## src/sv/rbd_pkg.sv

```systemverilog
// Shared types and constants of the RGB box downscaler.
// Used by every module of the block; depends on nothing.
`timescale 1ns / 1ps
package rbd_pkg;

    localparam int DEF_MAX_WIDTH  = 4096;
    localparam int DEF_MAX_FACTOR = 16;
    localparam int MAX_HEIGHT     = 4096;

    localparam int CFG_W   = 13;                      // width and height register width
    localparam int FAC_W   = 5;                       // shrink factor register width
    localparam int ROW_W   = $clog2(MAX_HEIGHT);      // row counter width
    localparam int HBND_W  = ROW_W + 1;               // row bound width
    localparam int PIX_W   = 8;
    localparam int APB_AW  = 4;
    localparam int APB_DW  = 32;
    localparam int QUEUE_DEPTH = 4;

    localparam logic [1:0] REG_WIDTH  = 2'd0;
    localparam logic [1:0] REG_HEIGHT = 2'd1;
    localparam logic [1:0] REG_FACTOR = 2'd2;

    localparam logic [CFG_W-1:0] RST_WIDTH  = 13'd640;
    localparam logic [CFG_W-1:0] RST_HEIGHT = 13'd480;
    localparam logic [FAC_W-1:0] RST_FACTOR = 5'd2;

    typedef struct packed {
        logic [CFG_W-1:0] image_width;
        logic [CFG_W-1:0] image_height;
        logic [FAC_W-1:0] shrink_factor;
    } rbd_cfg_t;

    // What the back end must do with one queued pixel.
    typedef struct packed {
        logic first;    // first pixel of its block: overwrite the sums
        logic emit;     // last pixel of its block: produce a mean
        logic last;     // the mean is the final one of the frame
    } rbd_flags_t;

endpackage

```

## src/sv/rbd_queue.sv

```systemverilog
// Small first-in first-out queue between the front and back ends.
// Depends on rbd_pkg for its depth.
`timescale 1ns / 1ps
module rbd_queue #(
    parameter int DW = 8
) (
    input  logic          aclk,
    input  logic          aresetn,
    input  logic          push,
    input  logic [DW-1:0] push_data,
    input  logic          pop,
    output logic [DW-1:0] head_data,
    output logic          full,
    output logic          empty
);
    localparam int PW = $clog2(rbd_pkg::QUEUE_DEPTH);
    localparam int NW = PW + 1;

    logic [DW-1:0] store [rbd_pkg::QUEUE_DEPTH];
    logic [PW-1:0] wr_ptr_reg;
    logic [PW-1:0] rd_ptr_reg;
    logic [NW-1:0] count_reg;

    assign full      = (count_reg == NW'(rbd_pkg::QUEUE_DEPTH));
    assign empty     = (count_reg == '0);
    assign head_data = store[rd_ptr_reg];

    always_ff @(posedge aclk) begin
        if (push) begin
            store[wr_ptr_reg] <= push_data;
        end
    end

    always_ff @(posedge aclk) begin
        if (!aresetn) begin
            wr_ptr_reg <= '0;
            rd_ptr_reg <= '0;
            count_reg  <= '0;
        end else begin
            if (push) begin
                wr_ptr_reg <= wr_ptr_reg + 1'b1;
            end
            if (pop) begin
                rd_ptr_reg <= rd_ptr_reg + 1'b1;
            end
            if (push && !pop) begin
                count_reg <= count_reg + 1'b1;
            end else if (pop && !push) begin
                count_reg <= count_reg - 1'b1;
            end
        end
    end

endmodule

```

## config.mk

```make
export PLATFORM = sky130hd
export DESIGN_NAME = rbd_queue
export DESIGN_NICKNAME = d
export VERILOG_FILES = /design/src/sv/rbd_pkg.sv /design/src/sv/rbd_queue.sv
export SDC_FILE = /design/constraint.sdc
export NUM_CORES = 1
export LEC_CHECK = 0
export BUFFER_PORTS_ARGS = -buffer_cell sky130_fd_sc_hd__buf_2
export CAP_MARGIN = 15
export CORE_MARGIN = 10
export CORE_UTILIZATION = 35
export CTS_BUF_LIST = sky130_fd_sc_hd__clkbuf_4 sky130_fd_sc_hd__clkbuf_8
export DETAILED_ROUTE_END_ITERATION = 16
export GPL_ROUTABILITY_DRIVEN = 1
export PLACE_DENSITY_LB_ADDON = 0.05
export SLEW_MARGIN = 10
export SYNTH_ARGS = -nofsm -noshare
export SYNTH_HDL_FRONTEND = slang
export SYNTH_SLANG_ARGS = --single-unit
```

## constraint.sdc

```tcl
create_clock -name aclk -period 4.8 [get_ports aclk]
set_clock_uncertainty 0.1 [all_clocks]
set_input_delay 0.72 -clock aclk [delete_from_list [all_inputs] [get_ports aclk]]
set_output_delay 0.72 -clock aclk [all_outputs]
set_load 0.05 [all_outputs]
```

* After elaboration in Yosys (flattened, before gate mapping)
Memory sizes are Yosys's and may differ from the RTL's. A register that Yosys moved wholly into a read port is not among the register bits.
Index checks and enable logic that the tools add are counted.
** Cells by class
- Add/sub/neg operators :: 4
- Multiply operators :: 0
- Divide/modulo/power cells :: 0
- $lt $le $gt $ge :: 0
- Equality and inequality tests :: 1
- Shifts and indexed selects :: 0
- Muxes and demuxes :: 6
- Bitwise operators :: 0
- Reduce and logical (&&, ||, !) cells :: 6
** Operators by type and width (count)
- 3-bit 2-to-1 mux :: 2
- 2-bit by 1-bit adder with 2-bit output, second input constant :: 2
- 2-bit 2-to-1 mux :: 2
- 3-bit by 1-bit adder with 3-bit output, second input constant :: 1
- 3-bit == test, second input constant :: 1
- 3-bit logical NOT :: 1
- 3-bit by 1-bit subtractor with 3-bit output, second input constant :: 1
- 1-bit logical AND :: 2
- 1-bit logical NOT :: 2
- 1-bit 2-to-1 mux :: 2
- 2-bit nonzero test :: 1
** Word-level totals
- Flip-flop bits (word level) :: 7
- Bits in latches :: 0
- RAM bits :: 32
- Bits in read-only memories :: 0
- Output and inout port bits :: 10
- Memories kept :: 1
** Memory list
- store :: depth 4, bits a word 8, read ports 1, clocked after Yosys merged registers in 1, wr ports 1, RTL line rbd_queue.sv:19 : logic [DW-1:0] store [rbd_pkg::QUEUE_DEPTH];

* Logic depth before layout (Yosys ltp)
Gate-level depths: netlist of run 1.
- Depth after elaboration :: 4
- Mapped depth :: 7

* Least setup slack after synthesis of run 1
OpenSTA, ideal clock, no wires.
- Path kind :: register to output
- Start :: register count_reg[1]
- End :: output full
- Arrival time :: 1502 ps
- Slack :: 2478 ps
- Cell stages (with the launch flop) :: 2
- Cell sequence :: dfxtp_1 > nor3b_1
** Between the ends
- Longest elaborated chain between the ends :: 1
** Ends and longest elaborated chain
- start: declaration :: RTL line rbd_queue.sv:22 : logic [NW-1:0] count_reg;
- start signal: assignment :: RTL line rbd_queue.sv:47 : count_reg <= count_reg + 1'b1;
- start signal: assignment :: RTL line rbd_queue.sv:49 : count_reg <= count_reg - 1'b1;
- 3-bit == test :: RTL line rbd_queue.sv:24 : assign full = (count_reg == NW'(rbd_pkg::QUEUE_DEPTH));
- end: declaration :: RTL line rbd_queue.sv:13 : output logic full,
No other way between the ends.

==> results.json, run 1 <==
{
  "vias_per_cell": 4.66,
  "synthesis.nets": 103,
  "first_global_vias": 833,
  "final_hold_viol_count": 0,
  "largest_register_ff_count": 32,
  "clock-root-buffer": "clkbuf_8",
  "cp-endpoint": "head_data[7]",
  "worstReg2RegEnd": "count_reg[2]",
  "place_congestion": 0.631,
  "finalSetupViolations": 0,
  "groute.usage.overall_pct": 7.50,
  "post_route_cells_drive_above_1_share_pct": 33.0,
  "power_switching_uw": 209,
  "dr.pass1.iters": 3,
  "synth_sequential_area_ratio_pct": 71.2,
  "postPlaceCellArea_mm2": 0.00176,
  "synth-seq-cells": 41,
  "power_frac_seq_pct": 54.6,
  "post-route-cell-area_mm2": 0.00185,
  "grt.met3_usage_pct": 4.74,
  "post_cts_resized": 0,
  "yosysWarningCount": 0,
  "mappedNetlistArea_mm2": 0.00160,
  "dieHeight_um": 87.7,
  "rrSetupSlack_ns": 3.23,
  "clockBufferDepth": 2,
  "critical_path.endpoint_type": "primary output",
  "timing_worst_setup_path_type": "register to primary output",
  "largest_net_degree_at_the_start_of_global_routing": 13,
  "insertion_delay_ns": 0.29,
  "post_synth.cell_area_avg_um2": 18.9,
  "drcViolationCount": 0,
  "max-cap-violations": 0,
  "tightestPinTransition_ns": 0.551,
  "power.internal_uw": 563,
  "r2r_cells": 4,
  "tns_ns": 0,
  "maxClockFrequency_mhz": 387,
  "min_period_ns": 2.59,
  "syn_inst": 85,
  "initial_standard_cell_utilization_of_the_core_pct": 36.6,
  "crit_path_start_kind": "register",
  "cts_clock_pin_slew_for_the_worst_setup_and_hold_paths_ns": 0.07,
  "io_buffers": 21,
  "power_density_mw_per_mm2": 419,
  "synth.distinct_cells": 19,
  "cts.sink_count": 41,
  "wire_length_of_the_first_global_routing_pass_um": 4140,
  "grt.busiest_layer": "met2",
  "unrepaired_setup_endpoints_after_global_routing": "false",
  "power.ir.vdd_worst_mv": 0.150,
  "slew_headroom_pct": 63.2,
  "dr_total_vias": 765,
  "fp-row-count": 24,
  "report.final.slew_viol_count": 0,
  "die_width_um": 87.7,
  "cts-htree-levels": 2,
  "flow.area_growth_from_synthesis_pct": 15.1,
  "sw_frac_of_total_pct": 27.1,
  "hold_buffers": 0,
  "antenna_cells_inserted": 0,
  "detail_route.wl_per_cell_um": 15.8,
  "antenna_left": 0,
  "grt_use_met1_pct": 7.81,
  "hold_class": "register to register",
  "power_leakage_uw": 0.000674,
  "placeableCoreArea_mm2": 0.00438,
  "routed_wl_um": 2580,
  "crit_fanout": 8,
  "fp.dieArea_mm2": 0.00769,
  "status": "finished clean",
  "fin_crit_sh_pct": 53.9,
  "p_comb_share_pct": 16.6,
  "tritoncts_buffers": 5,
  "io_pins": 22,
  "buffers_inserted_during_post_cts_setup_optimization": 0,
  "initial_antenna_violation_count": 0,
  "pwr-share-clk_pct": 28.7,
  "worstReg2RegStart": "count_reg[0]",
  "tritoncts": "built",
  "arrival_time_of_data_at_the_critical_path_endpoint_ns": 1.77,
  "grt-ovfl-total": 0,
  "drt_first_iter_violations": 31,
  "global_route.usage.met2_pct": 11.5,
  "layout.nets": 129,
  "worstPathRequired_ns": 3.98
}
cell usage after synthesis (all sizes together):
cell type  number  area, um^2
ha              5        62.6
o21ai           1        5.00
xor2            3        26.3
inv             4        15.0
clkbuf          1        5.00
nor3b           1        7.51
mux2i           2        20.0
nor2b           2        12.5
nor3            1        5.00
or3             1        6.26
mux4            8         180
dfxtp           9         180
xnor2           2        17.5
a21boi          1        7.51
and2            9        56.3
nand2           1        3.75
fa              1        20.0
edfxtp         32         961
buf             1        11.3
power by group through the flow:
stage / combinational [uW] / sequential [uW] / clock (uW)
final: 129 / 422 / 222
after floorplan: 108 / 422 / 0
after CTS: 131 / 423 / 229
after global routing: 140 / 426 / 252
after global placement: 130 / 430 / 0
after detailed placement: 131 / 431 / 0
cell type report:
class	count	area [um^2]
Clock inverter	1	5.00
Fill cell	412	2540
Timing Repair Buffer	21	105
Multi-Input combinational cell	38	430
Clock buffer	7	83.8
Sequential cell	41	1140
Inverter	4	15.0
Tap cell	52	65.1
worst min-delay path by stage:
stage                       startpoint  slack (ns)      endpoint  cells after the start
after floorplan           count_reg[2]        0.37  count_reg[2]                      2
after global placement    count_reg[2]        0.39  count_reg[2]                      2
final                     count_reg[2]        0.40  count_reg[2]                      2
after global routing      count_reg[2]        0.45  count_reg[2]                      2
after detailed placement  count_reg[2]        0.40  count_reg[2]                      2
after CTS                 count_reg[2]        0.41  count_reg[2]                      2
metrics by stage:
stage / utilization (%) / power [uW] / hold WS (ns) / setup slack, ns / cells
detailed placement: 40.1 / 562 / 0.397 / 2.47 / 156
finish: 42.1 / 772 / 0.403 / 2.21 / 164
global route: 42.1 / 818 / 0.453 / 2.04 / 164
global placement: 40.1 / 560 / 0.387 / 2.49 / 156
CTS: 42.1 / 784 / 0.408 / 2.15 / 164
floorplan: - / 529 / 0.365 / 2.48 / 85
worst max-delay path, stage by stage (launching register included):
cell	delay, ns
dfxtp_1	0.67
mux4_2	0.58
buf_2	0.23
logic make-up (layout without fill, tap and decap cells):
kind of cell,Yosys count,in the layout,share of synthesized area (%)
AO/OA/AOI/OAI,2,2,0.781
AND/OR/NAND/NOR,15,15,5.70
adder cells (fa/ha/maj),6,6,5.15
multiplexers,10,10,12.5
flip-flops,41,41,71.2
buffers and inverters,6,33,1.95
XOR/XNOR,5,5,2.73
cells in the final DEF, fill, tap and decap left out:
cell	netlist	layout
ha_1	5	5
fa_1	1	1
clkbuf_8	0	5
edfxtp_1	32	32
and2_1	9	9
xor2_1	3	3
mux4_2	8	8
clkinv_2	0	1
o21ai_0	1	1
inv_1	4	4
nand2_1	1	1
a21boi_1	1	1
xnor2_1	2	2
buf_2	0	21
nor2b_1	2	2
clkbuf_4	0	2
nor3_1	1	1
or3_1	1	1
mux2i_1	2	2
nor3b_1	1	1
dfxtp_1	9	9
metal layers:
layer	share of wire (%)	up-vias
met5	0	-
met4	1.8	0
met3	8.2	5
met2	48	21
met1	42	373
li1	-	366
(Power assumes the default switching activity.)
==> run 2, diff against run 1 <==
Clock period 4.8 ns to 2.2 ns, I/O delays scaled along.
==> results.json, run 2 (synthesized netlist as in run 1, its figures left out) <==
{
  "slew_headroom_pct": 68.5,
  "clock-root-buffer": "clkbuf_8",
  "cts-htree-levels": 2,
  "crit_path_setup_slack_layout_ns": 0.215,
  "arrival_time_of_data_at_the_critical_path_endpoint_ns": 1.56,
  "placeableCoreArea_mm2": 0.00438,
  "maxClockFrequency_mhz": 504,
  "tritoncts": "built",
  "detail_route.wl_per_cell_um": 15.4,
  "initial_antenna_violation_count": 0,
  "die_width_um": 87.7,
  "crit_fanout": 8,
  "flow.area_growth_from_synthesis_pct": 15.8,
  "dr.pass1.iters": 4,
  "io_pins": 22,
  "report.final.slew_viol_count": 0,
  "worst_hold_slack_ns": 0.156,
  "crit_path_max_incr_delay_ns": 0.53,
  "cts_clock_pin_slew_for_the_worst_setup_and_hold_paths_ns": 0.07,
  "io_buffers": 21,
  "groute.usage.overall_pct": 7.40,
  "routed_wl_um": 2540,
  "tightestPinTransition_ns": 0.473,
  "post-place-cells": 157,
  "final_hold_viol_count": 0,
  "tritoncts_buffers": 5,
  "wire_length_of_the_first_global_routing_pass_um": 4260,
  "vias_per_cell": 4.56,
  "timing.hold.worst.start": "push_data[6]",
  "hpwlAfterDp_um": 1770,
  "fp.dieArea_mm2": 0.00769,
  "unrepaired_setup_endpoints_after_global_routing": "false",
  "post_cts_resized": 0,
  "hold_buffers": 0,
  "power.ir.vdd_worst_mv": 0.276,
  "initial_standard_cell_utilization_of_the_core_pct": 36.6,
  "buffers_inserted_during_post_cts_setup_optimization": 0,
  "dieHeight_um": 87.7,
  "insertion_delay_ns": 0.28,
  "largest_net_degree_at_the_start_of_global_routing": 12,
  "crit_path_start_kind": "register",
  "layout_common_cells": "edfxtp_1 (32), buf_2 (21), and2_1 (9), dfxtp_1 (9), mux4_2 (8)",
  "power_density_mw_per_mm2": 913,
  "max-cap-violations": 0,
  "drcViolationCount": 0,
  "drt_first_iter_violations": 50,
  "non_filler_instances": 165,
  "hold_class": "primary input to register",
  "post-route-cell-area_mm2": 0.00186,
  "power_leakage_uw": 0.000679,
  "postPlaceCellArea_mm2": 0.00176,
  "place_congestion": 0.645,
  "layout.cells.most_common": "edfxtp_1",
  "post_route_cells_drive_above_1_share_pct": 33.6,
  "antenna_cells_inserted": 0,
  "timing_worst_setup_path_type": "register to primary output",
  "fin_crit_sh_pct": 90.2,
  "worstReg2RegStart": "count_reg[0]",
  "worstPathRequired_ns": 1.77,
  "layout.nets": 130,
  "dr_total_vias": 752,
  "grt-ovfl-total": 0,
  "tns_ns": 0,
  "crit_slowest_cell": "mux4_2",
  "finalSetupViolations": 0,
  "crit_path_cell_trace": "buf_4, mux4_2, buf_2",
  "dpl_ws_ns": 0.278,
  "status": "finished clean",
  "min_period_ns": 1.99,
  "critical_path.endpoint_type": "primary output",
  "antenna_left": 0,
  "cts.sink_count": 41,
  "largest_register_ff_count": 32,
  "clockBufferDepth": 2,
  "fp-row-count": 24,
  "first_global_vias": 842
}
[run 2: changes by cell type in the layout (fill, tap and decap cells not counted)]
cell and delta:
buf_4 +1, clkbuf_4 +1, clkinv_2 -1
[run 2: worst paths after layout]
path	slack [ns]	cells past startpoint	end
hold reg to reg	0.41	2	count_reg[2]
setup reg to reg	0.61	4	count_reg[2]
hold / removal	0.16	1	store[3][6]
setup / recovery	0.21	3	head_data[7]
[run 2: routing by layer]
metal | track usage [%] | routed length (um) | share of wire, % | vias up
met3 | 3.62 | 154 | 6.1 | 6
met5 | 0 | 0 | 0 | -
met4 | 3.04 | 42 | 1.7 | 0
li1 | - | - | - | 371
met1 | 8.76 | 1160 | 46 | 357
met2 | 11.2 | 1180 | 47 | 18
[run 2: power by group]
part           internal [uW]  switching [uW]  leakage [uW]
combinational            101             191      0.000261
clock                    262             227     0.0000498
sequential               884            28.2      0.000368
total                   1250             447      0.000679
[run 2: cell type report]
| class | count | area (um^2) |
|---|---|---|
| Sequential cell | 41 | 1140 |
| Tap cell | 52 | 65.1 |
| Inverter | 4 | 15.0 |
| Timing Repair Buffer | 22 | 113 |
| Fill cell | 415 | 2530 |
| Clock buffer | 8 | 91.3 |
| Multi-Input combinational cell | 38 | 430 |
[run 2: worst max-delay path: cells and delay by family, from the launching register on]
kind	cells	cell delay [ns]
DFF	1	0.31
buffers and inverters	2	0.43
muxes	1	0.53
[run 2: stage by stage]
step | utilization [%] | power [uW]
after floorplan | - | 1150
after global placement | 40.2 | 1230
after detailed placement | 40.2 | 1230
after CTS | 42.3 | 1720
after global routing | 42.3 | 1790
final | 42.3 | 1690
==> run 3, diff against run 2 <==
Settings changed: ABC_AREA set to 1, RECOVER_POWER set to 50.
==> results.json, run 3 <==
{
  "status": "finished clean",
  "crit_path_cell_trace": "inv_1, o21ai_0, o22ai_1, buf_2",
  "flow.area_growth_from_synthesis_pct": 14.2,
  "power.ir.vdd_worst_mv": 0.332,
  "hpwlAfterDp_um": 2150,
  "die_width_um": 88.4,
  "fillCellCount": 434,
  "ys_top_cells_by_area": "edfxtp_1 (59%), dfxtp_1 (11%), o21ai_0 (5.5%), nor2_1 (4.1%), ha_1 (3.8%)",
  "final-seq-area_mm2": 0.00114,
  "power_leakage_uw": 0.000728,
  "finalSetupViolations": 0,
  "utilization_pct": 42.1,
  "timing.hold.worst.start": "push_data[2]",
  "io_buffers": 21,
  "slew_headroom_pct": 73.0,
  "total_power_uw": 1630,
  "largest_register_ff_count": 32,
  "synth_sequential_area_ratio_pct": 69.6,
  "tightestPinTransition_ns": 0.405,
  "synthesis.nets": 152,
  "wl_met1_um": 1250,
  "grt-ovfl-total": 0,
  "vias_per_cell": 4.80,
  "crit_path_max_incr_delay_ns": 0.40,
  "hold_class": "primary input to register",
  "synth-seq-cells": 41,
  "antenna_cells_inserted": 0,
  "dr.pass1.iters": 4,
  "worstReg2RegEnd": "store[1][5]",
  "final_hold_viol_count": 0,
  "crit_fanout": 9,
  "rrSetupSlack_ns": 0.81,
  "power_density_mw_per_mm2": 872,
  "worstPathRequired_ns": 1.77,
  "post_route_cells_drive_above_1_share_pct": 16.7,
  "drt_first_iter_violations": 87,
  "cts.sink_count": 41,
  "synth_top_cell_by_area": "edfxtp_1",
  "clockBufferDepth": 2,
  "max-cap-violations": 0,
  "dr_total_vias": 1028,
  "critical_path.endpoint_type": "primary output",
  "syn_inst": 134,
  "worstReg2RegStart": "wr_ptr_reg[1]",
  "crit_path_start_kind": "register",
  "dominantRegCellSynth": "edfxtp_1",
  "multi_input_gate_area_um2": 412,
  "min_period_ns": 1.98,
  "synth-edff-count": 32,
  "clock-root-buffer": "clkbuf_8",
  "fin_crit_sh_pct": 89.8,
  "tns_ns": 0,
  "buffers_inserted_during_post_cts_setup_optimization": 0,
  "dieHeight_um": 88.4,
  "insertion_delay_ns": 0.28,
  "initial_antenna_violation_count": 0,
  "post_synth.cell_area_avg_um2": 12.2,
  "crit_slowest_cell": "dfxtp_1",
  "synth_most_common_cell": "edfxtp_1",
  "synth.distinct_cells": 18,
  "fp-row-count": 24,
  "arrival_time_of_data_at_the_critical_path_endpoint_ns": 1.55,
  "wire_length_of_the_first_global_routing_pass_um": 5130,
  "cts-htree-levels": 2,
  "routed_wl_um": 3070,
  "layout.cells.most_common": "edfxtp_1",
  "fp.dieArea_mm2": 0.00782,
  "timing_worst_setup_path_type": "register to primary output",
  "cts_clock_pin_slew_for_the_worst_setup_and_hold_paths_ns": 0.07,
  "asyncSetResetFlopFracSynth_pct": 0,
  "dr_wl_met2_um": 1600,
  "placeableCoreArea_mm2": 0.00444,
  "synth.cells.most_frequent": "edfxtp_1 (32), nor2_1 (18), o21ai_0 (18)",
  "antenna_left": 0,
  "r2r_cells": 4,
  "detail_route.wl_per_cell_um": 14.3,
  "layout_common_cells": "edfxtp_1 (32), nor2_1 (18), o21ai_0 (18)",
  "yosysWarningCount": 0,
  "layout.nets": 179,
  "first_global_vias": 1127,
  "largest_net_degree_at_the_start_of_global_routing": 17,
  "synthDominantCellAreaShare_pct": 58.6,
  "detailroute.wirelength.met3_um": 166,
  "drcViolationCount": 0,
  "unrepaired_setup_endpoints_after_global_routing": "false",
  "groute.usage.overall_pct": 8.64,
  "mappedNetlistArea_mm2": 0.00164,
  "tritoncts_buffers": 5,
  "place_congestion": 0.752,
  "cp-endpoint": "head_data[3]",
  "io_pins": 22,
  "report.final.slew_viol_count": 0,
  "hold_buffers": 0,
  "maxClockFrequency_mhz": 506,
  "worst_hold_slack_ns": 0.202,
  "initial_standard_cell_utilization_of_the_core_pct": 36.9,
  "maxUsedRoutingLayer": "met4",
  "tritoncts": "built"
}
==> run 3: what timing repair did <==
| item | CTS | global route |
|---|---|---|
| endpoints found under the hold margin | 0 | 0 |
| endpoints found under the setup margin | 0 | 1 |
| gates resized for setup | 0 | 1 |
==> run 3: area by class of cell <==
class                   count  area share [%]
clock inverters             1           0.201
multi-input cells          74            22.0
inverters                  17            3.41
flip-flops and latches     41            61.0
well taps                  52            3.48
clock buffers               7            4.48
repair buffers             22            5.41
==> run 3: worst min path at each step <==
stage	end	cells after the start
4_1_cts	store[1][2]	1
2_1_floorplan	register	1
5_1_grt	store[3][1]	1
3_5_place_dp	rd_ptr_reg[1]	1
6_report	store[1][2]	1
3_3_place_gp	rd_ptr_reg[1]	1
==> run 3: where the power goes <==
part	total, uW	switching [uW]	internal [uW]	leakage [uW]
sequential	902	24.9	877	0.000369
clock	476	231	245	0.0000467
combinational	254	190	64.0	0.000313
total	1630	446	1190	0.000728
==> run 3: kinds of logic after synthesis <==
family                     after synthesis  synth area share [%]
buffers and inverters                   19                  5.27
adders and majority gates                6                  5.04
and+or+nand+nor                         34                  8.63
AOI/OAI and AO/OA                       34                  11.5
DFF                                     41                  69.6
==> run 3: worst max-delay path, delay by kind of cell (launching register included) <==
kind,cells,cell delay (ns)
flip-flops,1,0.40
AO/OA/AOI/OAI,2,0.28
buffers and inverters,2,0.57
==> run 3: routing by layer <==
| metal | vias to the layer above | global-route usage (%) |
|---|---|---|
| met1 | 482 | 8.53 |
| met5 | - | 0 |
| met3 | 5 | 2.85 |
| met2 | 20 | 15.8 |
| li1 | 521 | - |
| met4 | 0 | 4.41 |
==> run 3: metrics by stage <==
stage / setup slack (ns) / std cells / area, um^2
finish: 0.223 / 214 / 1870
global route: 0.0671 / 214 / 1870
CTS: 0.122 / 214 / 1880
detailed placement: 0.451 / 206 / 1790
global placement: 0.492 / 206 / 1790
floorplan: 0.341 / 134 / 1640
