==> src/sv/rbd_pkg.sv <==
// Shared types and constants of the RGB box downscaler.
// Used by every module of the block; depends on nothing.
`timescale 1ns / 1ps
package rbd_pkg;

    localparam int DEF_MAX_WIDTH  = 4096;
    localparam int DEF_MAX_FACTOR = 16;
    localparam int MAX_HEIGHT     = 4096;

    localparam int CFG_W   = 13;                      // width and height register width
    localparam int FAC_W   = 5;                       // shrink factor register width
    localparam int ROW_W   = $clog2(MAX_HEIGHT);      // row counter width
    localparam int HBND_W  = ROW_W + 1;               // row bound width
    localparam int PIX_W   = 8;
    localparam int APB_AW  = 4;
    localparam int APB_DW  = 32;
    localparam int QUEUE_DEPTH = 4;

    localparam logic [1:0] REG_WIDTH  = 2'd0;
    localparam logic [1:0] REG_HEIGHT = 2'd1;
    localparam logic [1:0] REG_FACTOR = 2'd2;

    localparam logic [CFG_W-1:0] RST_WIDTH  = 13'd640;
    localparam logic [CFG_W-1:0] RST_HEIGHT = 13'd480;
    localparam logic [FAC_W-1:0] RST_FACTOR = 5'd2;

    typedef struct packed {
        logic [CFG_W-1:0] image_width;
        logic [CFG_W-1:0] image_height;
        logic [FAC_W-1:0] shrink_factor;
    } rbd_cfg_t;

    // What the back end must do with one queued pixel.
    typedef struct packed {
        logic first;    // first pixel of its block: overwrite the sums
        logic emit;     // last pixel of its block: produce a mean
        logic last;     // the mean is the final one of the frame
    } rbd_flags_t;

endpackage

==> src/sv/rbd_front.sv <==
// Front end: raster position tracking and classification of each pixel.
// Depends on rbd_pkg; feeds rbd_queue.
`timescale 1ns / 1ps
module rbd_front #(
    parameter int MAX_WIDTH  = rbd_pkg::DEF_MAX_WIDTH,
    parameter int MAX_FACTOR = rbd_pkg::DEF_MAX_FACTOR
) (
    input  logic                        aclk,
    input  logic                        aresetn,
    input  rbd_pkg::rbd_cfg_t           cfg,
    input  logic                        cfg_wr,
    input  logic                        s_valid,
    output logic                        s_ready,
    input  logic                        q_full,
    output logic                        q_push,
    output logic [$clog2(MAX_WIDTH)-1:0] q_idx,
    output rbd_pkg::rbd_flags_t         q_flags,
    output logic [2*$clog2(MAX_FACTOR):0] area
);
    localparam int CW = $clog2(MAX_WIDTH);
    localparam int WW = CW + 1;
    localparam int FB = $clog2(MAX_FACTOR);
    localparam int FW = FB + 1;
    localparam int AW = 2 * FB + 1;
    localparam int DN = (WW > rbd_pkg::HBND_W) ? WW : rbd_pkg::HBND_W;
    localparam int RW = rbd_pkg::ROW_W;
    localparam int KW = $clog2(DN);

    typedef enum logic [1:0] {ST_LOAD, ST_CALC, ST_RUN} state_t;
    typedef enum logic [1:0] {PH_W, PH_H, PH_C} phase_t;

    state_t        state_reg;
    phase_t        phase_reg;
    logic [KW-1:0] cnt_reg;
    logic [DN-1:0] num_reg;
    logic [FW-1:0] rem_reg;
    logic [DN-1:0] used_w_reg;
    logic [DN-1:0] used_h_reg;
    logic [AW-1:0] area_reg;
    logic [CW-1:0] pc_reg;
    logic [RW-1:0] pr_reg;
    logic [FB-1:0] cib_reg;
    logic [FB-1:0] rib_reg;
    logic [FB-1:0] pc_rem_reg;
    logic [CW-1:0] col_blk_reg;

    logic [DN-1:0]    w_cl;
    logic [DN-1:0]    h_cl;
    logic [FW-1:0]    f_cl;
    logic [FW:0]      trial;
    logic             qbit;
    logic [FW-1:0]    rem_next;
    logic [DN-1:0]    num_next;
    logic [DN+FW-1:0] prod;
    logic [2*FW-1:0]  fsq;
    logic             accept;
    logic             in_area;
    logic             col_end;
    logic             row_end;
    logic             cib_end;
    logic             rib_end;
    logic             rem_end;

    always_comb begin
        if (cfg.image_width == '0) begin
            w_cl = DN'(1);
        end else if (DN'(cfg.image_width) > DN'(MAX_WIDTH)) begin
            w_cl = DN'(MAX_WIDTH);
        end else begin
            w_cl = DN'(cfg.image_width);
        end
        if (cfg.image_height == '0) begin
            h_cl = DN'(1);
        end else if (DN'(cfg.image_height) > DN'(rbd_pkg::MAX_HEIGHT)) begin
            h_cl = DN'(rbd_pkg::MAX_HEIGHT);
        end else begin
            h_cl = DN'(cfg.image_height);
        end
        if (cfg.shrink_factor == '0) begin
            f_cl = FW'(1);
        end else if (32'(cfg.shrink_factor) > MAX_FACTOR) begin
            f_cl = FW'(MAX_FACTOR);
        end else begin
            f_cl = FW'(cfg.shrink_factor);
        end
    end

    // One restoring division step of the shared bound divider.
    always_comb begin
        trial    = {rem_reg, num_reg[DN-1]};
        qbit     = (trial >= {1'b0, f_cl});
        rem_next = qbit ? FW'(trial - {1'b0, f_cl}) : trial[FW-1:0];
        num_next = {num_reg[DN-2:0], qbit};
        prod     = num_next * f_cl;
        fsq      = f_cl * f_cl;
    end

    assign s_ready = (state_reg == ST_RUN) && !q_full;
    assign accept  = s_valid && s_ready;
    assign in_area = (DN'(pc_reg) < used_w_reg) && (DN'(pr_reg) < used_h_reg);
    assign col_end = (DN'(pc_reg) + 1'b1 >= w_cl);
    assign row_end = (DN'(pr_reg) + 1'b1 >= h_cl);
    assign cib_end = (FW'(cib_reg) + 1'b1 >= f_cl);
    assign rib_end = (FW'(rib_reg) + 1'b1 >= f_cl);
    assign rem_end = (FW'(pc_rem_reg) + 1'b1 >= f_cl);

    assign q_push        = accept && in_area;
    assign q_idx         = col_blk_reg;
    assign q_flags.first = (cib_reg == '0) && (rib_reg == '0);
    assign q_flags.emit  = cib_end && rib_end;
    assign q_flags.last  = (DN'(pc_reg) + 1'b1 >= used_w_reg) &&
                           (DN'(pr_reg) + 1'b1 >= used_h_reg);
    assign area          = area_reg;

    always_ff @(posedge aclk) begin
        if (!aresetn) begin
            state_reg   <= ST_LOAD;
            phase_reg   <= PH_W;
            cnt_reg     <= '0;
            pc_reg      <= '0;
            pr_reg      <= '0;
            cib_reg     <= '0;
            rib_reg     <= '0;
            pc_rem_reg  <= '0;
            col_blk_reg <= '0;
        end else if (cfg_wr) begin
            // New settings: recompute the block bounds and the column block.
            state_reg <= ST_LOAD;
            phase_reg <= PH_W;
        end else begin
            case (state_reg)
                ST_LOAD: begin
                    case (phase_reg)
                        PH_W:    num_reg <= w_cl;
                        PH_H:    num_reg <= h_cl;
                        default: num_reg <= DN'(pc_reg);
                    endcase
                    rem_reg   <= '0;
                    cnt_reg   <= '0;
                    state_reg <= ST_CALC;
                end
                ST_CALC: begin
                    num_reg <= num_next;
                    rem_reg <= rem_next;
                    cnt_reg <= cnt_reg + 1'b1;
                    if (cnt_reg == KW'(DN - 1)) begin
                        case (phase_reg)
                            PH_W: begin
                                used_w_reg <= DN'(prod);
                                phase_reg  <= PH_H;
                                state_reg  <= ST_LOAD;
                            end
                            PH_H: begin
                                used_h_reg <= DN'(prod);
                                phase_reg  <= PH_C;
                                state_reg  <= ST_LOAD;
                            end
                            default: begin
                                col_blk_reg <= CW'(num_next);
                                pc_rem_reg  <= FB'(rem_next);
                                area_reg    <= AW'(fsq);
                                state_reg   <= ST_RUN;
                            end
                        endcase
                    end
                end
                ST_RUN: begin
                    if (accept) begin
                        if (col_end) begin
                            pc_reg      <= '0;
                            cib_reg     <= '0;
                            pc_rem_reg  <= '0;
                            col_blk_reg <= '0;
                            if (row_end) begin
                                pr_reg  <= '0;
                                rib_reg <= '0;
                            end else begin
                                pr_reg  <= pr_reg + 1'b1;
                                rib_reg <= rib_end ? '0 : rib_reg + 1'b1;
                            end
                        end else begin
                            pc_reg  <= pc_reg + 1'b1;
                            cib_reg <= cib_end ? '0 : cib_reg + 1'b1;
                            if (rem_end) begin
                                pc_rem_reg  <= '0;
                                col_blk_reg <= col_blk_reg + 1'b1;
                            end else begin
                                pc_rem_reg <= pc_rem_reg + 1'b1;
                            end
                        end
                    end
                end
                default: state_reg <= ST_LOAD;
            endcase
        end
    end

endmodule

==> config.mk <==
export PLATFORM = sky130hd
export DESIGN_NAME = rbd_front
export DESIGN_NICKNAME = d
export VERILOG_FILES = /design/src/sv/rbd_pkg.sv /design/src/sv/rbd_front.sv
export SDC_FILE = /design/constraint.sdc
export NUM_CORES = 1
export LEC_CHECK = 0
export BUFFER_PORTS_ARGS = -buffer_cell sky130_fd_sc_hd__buf_2
export CORE_MARGIN = 1
export CORE_UTILIZATION = 65
export CTS_CLUSTER_DIAMETER = 100
export DETAILED_ROUTE_END_ITERATION = 10
export PLACE_DENSITY_LB_ADDON = 0.25
export SLEW_MARGIN = 10
export SYNTH_ARGS = -nofsm -noshare
export SYNTH_HDL_FRONTEND = slang
export SYNTH_SLANG_ARGS = --single-unit
==> constraint.sdc <==
create_clock -name aclk -period 15.1 [get_ports aclk]
set_clock_uncertainty 0.05 [all_clocks]
set_input_delay 1.51 -clock aclk [delete_from_list [all_inputs] [get_ports aclk]]
set_output_delay 1.51 -clock aclk [all_outputs]
set_load 0.01 [all_outputs]
# Word level (Yosys, flattened, before mapping)
# Index checks and enable logic that the tools add are counted.
op_classes:
  mux: 33
  n_div: 0
  shift: 0
  n_reduce_logical: 31
  n_mul: 2
  order_cmp: 13
  eq_ne: 8
  n_addsub: 13
  bitwise: 4
ops:
  columns: ["operator", "count"]
  rows:
  - ["12-bit two-way mux", 7]
  - ["13-bit greater-or-equal comparator", 4]
  - ["13-bit two-way mux", 4]
  - ["13-bit case mux with 2 select lines", 2]
  - ["12-bit by 1-bit adder with 12-bit output (second input constant)", 3]
  - ["4-bit two-way mux", 9]
  - ["12-bit by 1-bit adder with 13-bit output (second input constant)", 2]
  - ["13-bit greater-than comparator (second input constant)", 2]
  - ["13-bit zero test", 2]
  - ["12-bit by 13-bit less-than comparator with 1-bit output", 2]
  - ["12-bit case mux with 2 select lines", 1]
  - ["5-bit AND reduction", 4]
  - ["4-bit by 1-bit adder with 4-bit output (second input constant)", 4]
  - ["4-bit case mux with 2 select lines", 2]
  - ["4-bit by 1-bit adder with 5-bit output (second input constant)", 3]
  - ["5-bit greater-or-equal comparator", 3]
  - ["5-bit two-way mux", 3]
  - ["13-bit by 5-bit multiplier with 13-bit output", 1]
  - ["5-bit case mux with 2 select lines", 1]
  - ["5-bit by 5-bit multiplier with 9-bit output", 1]
  - ["3-bit AND reduction", 3]
  - ["4-bit zero test", 2]
  - ["1-bit logical AND", 7]
  - ["6-bit by 5-bit greater-or-equal comparator with 1-bit output", 1]
  - ["other kinds (19)", 31]
totals:
  mem_bits_ro: 0
  mem_bits_rw: 0
  regBits: 109
  mem_count: 0
  out_inout_bits: 26
  latch_bits: 0

# Depth between registers and ports, before layout
# Gate-level depths: netlist of the first run.
logic_depth:
  ltp_word: 8
  mapped_depth: 22

# Least setup slack after synthesis of the first run
# No wires, ideal clock.
synth_path:
  path_kind: "input-to-reg"
  start: "in cfg[4] (netlist bit)"
  end: "reg used_h_reg[12], data pin"
  cell_stages: 20
  setup_ps: 267
  path_slack_ps: 8776
  arrival_ps: 6007
  cell_sequence: "clkbuf_1 > inv_1 > nand2_1 > inv_1 > clkbuf_1 > fa_1 > nor2b_1 > o31a_1 > o21ai_0 > fa_1 > fa_1 > fa_1 > inv_1 > ha_1 > a21oi_1 > nor2b_1 > o31ai_1 > a21oi_1 > a31oi_1 > xor2_1"
synth_between:
  elab_chain_cells: 5
  elab_cells_between_ends: 6
synth_rtl:
  columns: ["element", "line", "text"]
  rows:
  - ["from (decl)", "rbd_front.sv:10", "input rbd_pkg::rbd_cfg_t cfg,"]
  - ["5-bit greater-than comparator", "rbd_front.sv:81", "end else if (32'(cfg.shrink_factor) > MAX_FACTOR) begin"]
  - ["5-bit two-way mux", "rbd_front.sv:81", null]
  - ["5-bit two-way mux *", "rbd_front.sv:79", "if (cfg.shrink_factor == '0) begin"]
  - ["6-bit by 5-bit greater-or-equal comparator with 1-bit output", "rbd_front.sv:91", "qbit = (trial >= {1'b0, f_cl});"]
  - ["13-bit by 5-bit multiplier with 13-bit output *", "rbd_front.sv:94", "prod = num_next * f_cl;"]
  - ["named net prod[12]", "rbd_front.sv:54", "logic [DN+FW-1:0] prod;"]
  - ["to (signal assigned)", "rbd_front.sv:154", "used_h_reg <= DN'(prod);"]
  - ["to (decl)", "rbd_front.sv:38", "logic [DN-1:0] used_h_reg;"]
# The timed path passes the listed nets; every way through them passes the cells marked *.
# A chain may end at the register's enable or synchronous reset.

# Final worst setup path of the first run
# Ends and elaborated chain as after synthesis.

==> results.ini, run 1 <==
[power]
combPwrFrac=0.203
p_sw_mw=0.2169
power_mw=0.7083
p_leak_nw=4.600
intPower_mw=0.4914
ir_drop_uv=58.58
swShare=0.3062
clkPwrFrac=0.333
seq_power_share=0.464
p_per_area_nw_per_um2=69.57

[yosys]
synth.distinct_cells=77
synth_most_common_cell=ha_1
netlist.top_cell.by_area=ha_1
synth-edff-count=52
yosysWarnings=0
synth_commonest_cells=130 x ha_1, 127 x nand2_1, 83 x inv_1
ys_seq_area_frac=0.2827
ys_async_sr_fraction=0
synthCells=1070
synth.area.top_cells=ha_1 17%, edfxtp_1 16%, dfxtp_1 12%
synth_area_per_cell_sq_um=8.867
ys_ff_latch=108
yosysTopAreaCellShare=0.1714
ys.flop_type=dfxtp_1
syn_area_sq_um=9488

[placement]
dp_hpwl_microns=19160
io_buffers=60
gp_congestion=0.9592

[job]
drv_cap=0

[global_route]
antenna_found_initial=0
grt_use_total=0.3421
grt_start_max_net_pins=33
grt_overflow=0
grt_pass1_wl_microns=39070
grt_pass1_vias=7737

[sta]
setup_violations=0
hold_viol_final=0
fin_crit_sh=0.4523
maxSlewHeadroom=0.3049
worst_pin_slew_ns=1.043
min_period_ns=6.830
max_clock_freq_mhz=146.4
tns_ns=0
rsz0062_at_grt=false
final_max_slew_viol_count=0

[worst_setup_path]
crit_required_ns=15.24
worst-path-buf-inv=4
critPathTopFamily=adder cells
cp_slowest_stage_delay_ns=0.68
crit_fanout=21
cp-start-kind=primary input
worst-setup-path-type=primary input to flop
critical_path.cell_chain=buf_2 > nor2b_1 > inv_1 > ha_1 > nor2b_1 > o31a_1 > nor2_2 > nor2_1 > ha_1 > ha_1 > inv_1 > fa_1 > inv_1 > fa_1 > a21oi_1 > nor2b_1 > o31ai_1 > a21oi_1 > a31oi_1 > xor2_1
crit_path_top_delay_cell=nor2b_1
end_kind=flop
crit_arrival_ns=6.97

[routing]
avgViaCountPerCell=6.464
route.vias.total=8371
wirelength_microns=25030
wire_per_inst_microns=19.33
dr.pass1.iters=6
drcViolationCount=0
drtIter0Drc=754
postRouteAntennaNets=0

[floorplanning]
io_pins=62
die_w_microns=122.8
dieArea_sq_um=15080
core_area_sq_um=14040
row_count=43
start_util=0.6757
die_h_microns=122.8

[clock_tree]
cts-htree-levels=3
hold_buffers=0
cts_buffers=9
cts.path.max_buffers=2
clkSinkCount=108
clk_pin_slew_ns=0.08
clock_latency_ns=0.37
root_buffer=clkbuf_16
post_cts_buffers=0
cts_resized=0
cts_tree=yes

[layout]
diodes=0
drive_gt1_frac=0.09417
fillCellCount=1089
final_nets=1306
area_delta_synth_final_pct=7.306

[worst_hold_path]
min_path_type=flop to flop

[status]
status=complete, no violations

layout make-up:
type	count	area, sq um	area share
Timing Repair Buffer	68	360.3	0.03539
Sequential cell	108	2683	0.2635
Tap cell	180	225.2	0.02212
Inverter	83	311.5	0.03060
Clock buffer	9	225.2	0.02212
Multi-Input combinational cell	840	6319	0.6206
Clock inverter	7	57.56	0.005653
metal layers:
layer  up-vias  routed length [microns]  track usage
met2       394                    11130       0.5383
met5         -                        0            0
met1      3935                    10190       0.4346
met3        80                     2457      0.08086
met4         0                     1251       0.1822
li1       3962                        -            -
power groups by stage:
stage / clock, mW / combinational [mW] / sequential (mW)
2_1_floorplan: 0 / 0.107 / 0.330
6_report: 0.236 / 0.144 / 0.329
4_1_cts: 0.238 / 0.142 / 0.328
3_3_place_gp: 0 / 0.136 / 0.335
3_5_place_dp: 0 / 0.140 / 0.335
5_1_grt: 0.249 / 0.160 / 0.329
worst paths after layout:
path	slack [ns]	to	depth (start not counted)	startpoint
hold / removal	0.45	cnt_reg[2]	2	cnt_reg[2]
setup reg to reg	10.13	used_h_reg[12]	17	num_reg[12]
setup / recovery	8.27	used_h_reg[12]	20	cfg[4]
hold reg to reg	0.45	cnt_reg[2]	2	cnt_reg[2]
cell families after synthesis:
kind of cell	after synthesis	synth area share
compound gates	236	0.1699
xor+xnor	50	0.04616
fa+ha+maj	160	0.2347
buf+inv	125	0.05433
flops	108	0.2827
mux	5	0.005539
other cells	1	0.0003952
simple gates	385	0.2062
worst min-delay path: cells and delay by family (launching register included):
| family | cells | cell delay, ns |
|---|---|---|
| and+or+nand+nor | 1 | 0.06 |
| DFF | 1 | 0.34 |
| AOI/OAI and AO/OA | 1 | 0.05 |
per-stage QoR:
step	setup WS, ns	cell area, sq um	utilization	hold slack, ns	cells
floorplan	8.776	9499	-	0.4032	1073
CTS	8.342	10180	0.7250	0.4445	1295
detailed placement	7.982	9898	0.7049	0.4310	1279
global placement	8.113	9898	0.7049	0.4266	1279
global route	7.855	10180	0.7250	0.4786	1295
finish	8.270	10180	0.7250	0.4480	1295
placed cells by master, fill, tap and decap left out, drive strengths merged, types with 9 or more instances in the layout:
cell type | netlist | layout
xnor2 | 30 | 30
a221oi | 9 | 9
nand3 | 40 | 40
o21ai | 40 | 40
nand4 | 14 | 14
nor2b | 16 | 16
a32o | 13 | 13
nand2 | 127 | 127
inv | 83 | 87
a31oi | 29 | 29
edfxtp | 52 | 52
fa | 30 | 30
xor2 | 20 | 20
nand3b | 9 | 9
nand2b | 9 | 9
a21oi | 59 | 59
nor4 | 17 | 17
a21o | 13 | 13
and2 | 25 | 25
ha | 130 | 130
dfxtp | 56 | 56
nor3 | 17 | 17
and3 | 25 | 25
o21a | 15 | 15
clkbuf | 29 | 9
buf | 13 | 68
nor2 | 56 | 56
Power figures use the tool's default switching activity.
==> inputs of run 2 (changes only) <==
--- a/config.mk
+++ b/config.mk
@@ -5,9 +5,10 @@
 export SDC_FILE = /design/constraint.sdc
 export NUM_CORES = 1
 export LEC_CHECK = 0
+export ABC_AREA = 1
 export BUFFER_PORTS_ARGS = -buffer_cell sky130_fd_sc_hd__buf_2
 export CORE_MARGIN = 1
-export CORE_UTILIZATION = 65
+export CORE_UTILIZATION = 57
 export CTS_CLUSTER_DIAMETER = 100
 export DETAILED_ROUTE_END_ITERATION = 10
 export PLACE_DENSITY_LB_ADDON = 0.25
==> constraint.sdc (replaced) <==
create_clock -name aclk -period 5.85 [get_ports aclk]
set_clock_uncertainty 0.05 [all_clocks]
set_input_delay 0.585 -clock aclk [delete_from_list [all_inputs] [get_ports aclk]]
set_output_delay 0.585 -clock aclk [all_outputs]
set_load 0.01 [all_outputs]
==> results.ini, run 2 <==
[yosys]
synth_commonest_cells=303 x nand2_1, 180 x inv_1, 134 x nor2_1
netlist.top_cell.by_area=ha_1
synth_area_per_cell_sq_um=7.445
synthCells=1307
yosysWarnings=0
synth.distinct_cells=48
synth_most_common_cell=nand2_1
syn_area_sq_um=9731
ys_seq_area_frac=0.2757
ys.flop_type=dfxtp_1
ys_async_sr_fraction=0
yosysTopAreaCellShare=0.1672
ys_ff_latch=108
synth-edff-count=52
synth.area.top_cells=ha_1 17%, edfxtp_1 16%, nand2_1 12%

[power]
p_per_area_nw_per_um2=173.7
ir_drop_uv=141.5
p_leak_nw=5.185

[clock_tree]
post_cts_buffers=0
cts_tree=yes
clkSinkCount=108
clock_latency_ns=0.36
hold_buffers=0
cts-htree-levels=3
clk_pin_slew_ns=0.07
cts.path.max_buffers=2
root_buffer=clkbuf_16
cts_buffers=9
cts_resized=0

[layout]
mostFrequentLayoutCells=303 x nand2_1, 180 x inv_1, 134 x nor2_1
area_delta_synth_final_pct=8.049
diodes=0
drive_gt1_frac=0.07771
final_nets=1555
post-route-util=0.6318
final_common_cell=nand2_1

[global_route]
antenna_found_initial=0
grt_start_max_net_pins=36
grt_pass1_wl_microns=41780
grt_use_total=0.3023
grt_pass1_vias=8388
grt_overflow=0

[sta]
final_max_slew_viol_count=0
maxSlewHeadroom=0.3039
rsz0062_at_grt=false
worst_pin_slew_ns=1.044
max_clock_freq_mhz=198.5
setup_ws_ns=0.8120
min_period_ns=5.038
tns_ns=0
fin_crit_sh=0.8612
setup_violations=0
hold_viol_final=0

[routing]
route.vias.total=9115
wire_per_inst_microns=16.52
avgViaCountPerCell=5.754
drcViolationCount=0
drtIter0Drc=844
wirelength_microns=26170
postRouteAntennaNets=0
dr.pass1.iters=6

[floorplanning]
row_count=47
core_area_sq_um=16640
dieArea_sq_um=17600
io_pins=62
die_h_microns=132.7
die_w_microns=132.7
start_util=0.5847

[worst_setup_path]
crit_fanout=13
cp_slowest_stage_delay_ns=0.55
cp-start-kind=primary input
crit_required_ns=5.98
r2r_cells=20
crit_path_top_delay_cell=fa_1
reg2reg_setup_slack_ns=1.03
end_kind=flop
worst-setup-path-type=primary input to flop
r2r-end=used_h_reg[9]
crit_arrival_ns=5.17
rr_startpoint=num_reg[12]
crit_top_cell=nand2_1
critical_path.cell_chain=buf_2 > inv_1 > nand2_1 > inv_1 > fa_1 > inv_1 > nand3_1 > nand2_1 > nand2_1 > nand2_1 > nand2_1 > fa_1 > fa_1 > fa_1 > inv_1 > ha_1 > a21oi_1 > o21ai_0 > a21oi_1 > nor2_1 > nor2_1 > xor2_1

[placement]
gp_congestion=0.9733
dp_slack_ns=0.4592
io_buffers=60
dp_hpwl_microns=20780

[worst_hold_path]
min_path_type=flop to flop
hold_depth=2
whs_endpoint=cib_reg[3]
min_from=cib_reg[3]

[job]
drv_cap=0

[status]
status=complete, no violations

## run 2: changes by cell type after synthesis, moves of 23 or more
cell	before	now
nand3_1	40	63
nor2_1	54	134
a21oi_1	57	101
inv_1	83	180
and3_1	25	2
and2_1	25	0
nand2_1	127	303
## run 2: how the worst max path moves through the flow
stage / start / endpoint / slack [ns]
after floorplan: cfg[2] / used_h_reg[10] / 0.81
after global placement: cfg[2] / used_h_reg[9] / 0.56
after detailed placement: cfg[4] / used_w_reg[9] / 0.46
after CTS: cfg[4] / used_h_reg[9] / 0.81
after global routing: cfg[2] / used_h_reg[9] / 0.46
final: cfg[4] / used_h_reg[9] / 0.81
## run 2: logic make-up after synthesis
| kind of cell | after synthesis | share of synthesized area |
|---|---|---|
| buffers and inverters | 214 | 0.08486 |
| AND/OR/NAND/NOR | 585 | 0.2587 |
| other | 1 | 0.0003854 |
| flip-flops | 108 | 0.2757 |
| adder cells (fa/ha/maj) | 160 | 0.2289 |
| AO/OA/AOI/OAI | 190 | 0.1074 |
| XOR/XNOR | 49 | 0.04410 |
## run 2: cell type report
| type | instances | area, sq um |
|---|---|---|
| Clock buffer | 14 | 265.3 |
| Clock inverter | 2 | 10.01 |
| Fill cell | 1467 | 6128 |
| Inverter | 185 | 694.4 |
| Multi-Input combinational cell | 988 | 6233 |
| Sequential cell | 108 | 2683 |
| Tap cell | 220 | 275.3 |
| Timing Repair Buffer | 67 | 352.8 |
## run 2: layer usage
layer / global-route usage / vias up / routed length, microns
met2: 0.4754 / 435 / 11550
met5: 0 / - / 0
li1: - / 4419 / -
met3: 0.05096 / 68 / 2462
met1: 0.4146 / 4193 / 11310
met4: 0.1181 / 0 / 848
## run 2: worst max-delay path, delay by kind of cell
family,cells,cell delay (ns)
buffers and inverters,5,0.60
adders and majority gates,5,2.38
xor gates and xnor gates,1,0.20
and+or+nand+nor,8,0.82
AOI/OAI and AO/OA,3,0.58
## run 2: stage by stage
step / instance area [sq um] / cells / hold slack [ns] / power (mW)
global route: 10510 / 1584 / 0.4646 / 1.909
detailed placement: 10240 / 1568 / 0.4156 / 1.238
finish: 10510 / 1584 / 0.4253 / 1.826
floorplan: 9742 / 1310 / 0.3953 / 1.130
global placement: 10240 / 1568 / 0.4088 / 1.228
CTS: 10510 / 1584 / 0.4253 / 1.824
## run 2: power by group
part	total [mW]	internal, mW	leakage, nW	switching (mW)
Combinational	0.387	0.139	4.12	0.248
Sequential	0.840	0.823	0.932	0.0169
Clock	0.599	0.315	0.136	0.284
==> inputs of run 3 (changes only) <==
--- a/config.mk
+++ b/config.mk
@@ -8,7 +8,7 @@
 export ABC_AREA = 1
 export BUFFER_PORTS_ARGS = -buffer_cell sky130_fd_sc_hd__buf_2
 export CORE_MARGIN = 1
-export CORE_UTILIZATION = 57
+export CORE_UTILIZATION = 55
 export CTS_CLUSTER_DIAMETER = 100
 export DETAILED_ROUTE_END_ITERATION = 10
 export PLACE_DENSITY_LB_ADDON = 0.25
==> constraint.sdc (replaced) <==
create_clock -name aclk -period 5.1 [get_ports aclk]
set_clock_uncertainty 0.05 [all_clocks]
set_input_delay 0.51 -clock aclk [delete_from_list [all_inputs] [get_ports aclk]]
set_output_delay 0.51 -clock aclk [all_outputs]
set_load 0.01 [all_outputs]
==> results.ini, run 3 (synthesis gave the netlist of run 2 again) <==
[status]
status=complete, no violations

[worst_hold_path]
whs_endpoint=cib_reg[3]
min_from=cib_reg[3]
hold_depth=2
min_path_type=flop to flop

[clock_tree]
clock_latency_ns=0.37
cts_tree=yes
cts-htree-levels=3
cts_buffers=9
cts.path.max_buffers=2
root_buffer=clkbuf_16
clk_pin_slew_ns=0.07
cts_resized=0
post_cts_buffers=0
hold_buffers=0
clkSinkCount=108

[worst_setup_path]
crit_arrival_ns=4.84
r2r-end=used_w_reg[10]
worst-setup-path-type=primary input to flop
rr_startpoint=num_reg[12]
r2r_cells=23
crit_top_cell=nand2_1
end_kind=flop
critPathTopFamily=adder cells
worst-path-buf-inv=4
reg2reg_setup_slack_ns=0.46
cp-start-kind=primary input
crit_path_top_delay_cell=fa_1
cp_slowest_stage_delay_ns=0.55
crit_fanout=4
crit_required_ns=5.15

[placement]
gp_congestion=1.005
io_buffers=60
dp_slack_ns=0.01258
dp_hpwl_microns=21060
place_area_sq_um=10280
dp_cells=1578

[sta]
hold_viol_final=0
worst_pin_slew_ns=1.072
rsz0062_at_grt=false
setup_ws_ns=0.3169
min_period_ns=4.783
max_clock_freq_mhz=209.1
tns_ns=0
fin_hold_ws_ns=0.4206
setup_violations=0
maxSlewHeadroom=0.2854
fin_crit_sh=0.9379
final_max_slew_viol_count=0

[layout]
mostFrequentLayoutCells=303 x nand2_1, 180 x inv_1, 134 x nor2_1
stdcell_count=1594
final_cell_area_sq_um=10560
diodes=0
drive_gt1_frac=0.08254
final_common_cell=nand2_1
post-route-util=0.6104
area_delta_synth_final_pct=8.499
final_nets=1560

[global_route]
grt_use_total=0.2983
antenna_found_initial=0
grt_pass1_wl_microns=41630
grt_pass1_vias=8338
grt_overflow=0
grt_start_max_net_pins=36

[routing]
wire_per_inst_microns=16.74
drtIter0Drc=808
avgViaCountPerCell=5.680
postRouteAntennaNets=0
drcViolationCount=0
route.vias.total=9054
wirelength_microns=26690
dr.pass1.iters=6

[floorplanning]
io_pins=62
die_h_microns=135.0
dieArea_sq_um=18230
die_w_microns=135.0
row_count=48
start_util=0.5626
core_area_sq_um=17300

[power]
power_mw=2.112
p_leak_nw=5.205
p_per_area_nw_per_um2=200.1
ir_drop_uv=135.5

[job]
drv_cap=0

[run 3: worst min-delay path, cell delays in order (launching register included)]
cell,delay [ns]
dfxtp_1,0.31
nand2_1,0.06
a21oi_1,0.05
[run 3: where the power goes]
part	leakage, nW	internal, mW	switching, mW	total, mW
Combinational	4.14	0.168	0.292	0.460
Sequential	0.932	0.944	0.0191	0.963
Clock	0.132	0.337	0.352	0.689
[run 3: layout make-up]
class | count | area [sq um]
Inverter | 185 | 694.4
Fill cell | 1594 | 6739
Sequential cell | 108 | 2683
Clock inverter | 6 | 46.29
Multi-Input combinational cell | 988 | 6233
Tap cell | 225 | 281.5
Timing Repair Buffer | 72 | 390.4
Clock buffer | 10 | 229.0
[run 3: worst max-delay path by stage]
stage | startpoint | end | slack, ns | cells after the start
finish | cfg[2] | used_w_reg[10] | 0.32 | 26
global route | cfg[2] | used_w_reg[10] | 0.12 | 26
floorplan | cfg[2] | used_h_reg[10] | 0.14 | 22
global placement | cfg[2] | used_h_reg[10] | 0.15 | 26
CTS | cfg[2] | used_w_reg[10] | 0.37 | 26
detailed placement | cfg[2] | used_w_reg[10] | 0.01 | 26
[run 3: routing by layer]
layer	up-vias	GRT usage	share of wire
met3	57	0.05931	0.092
met5	-	0	0
met4	0	0.1217	0.026
met2	350	0.4699	0.45
met1	4200	0.3998	0.43
li1	4447	-	-
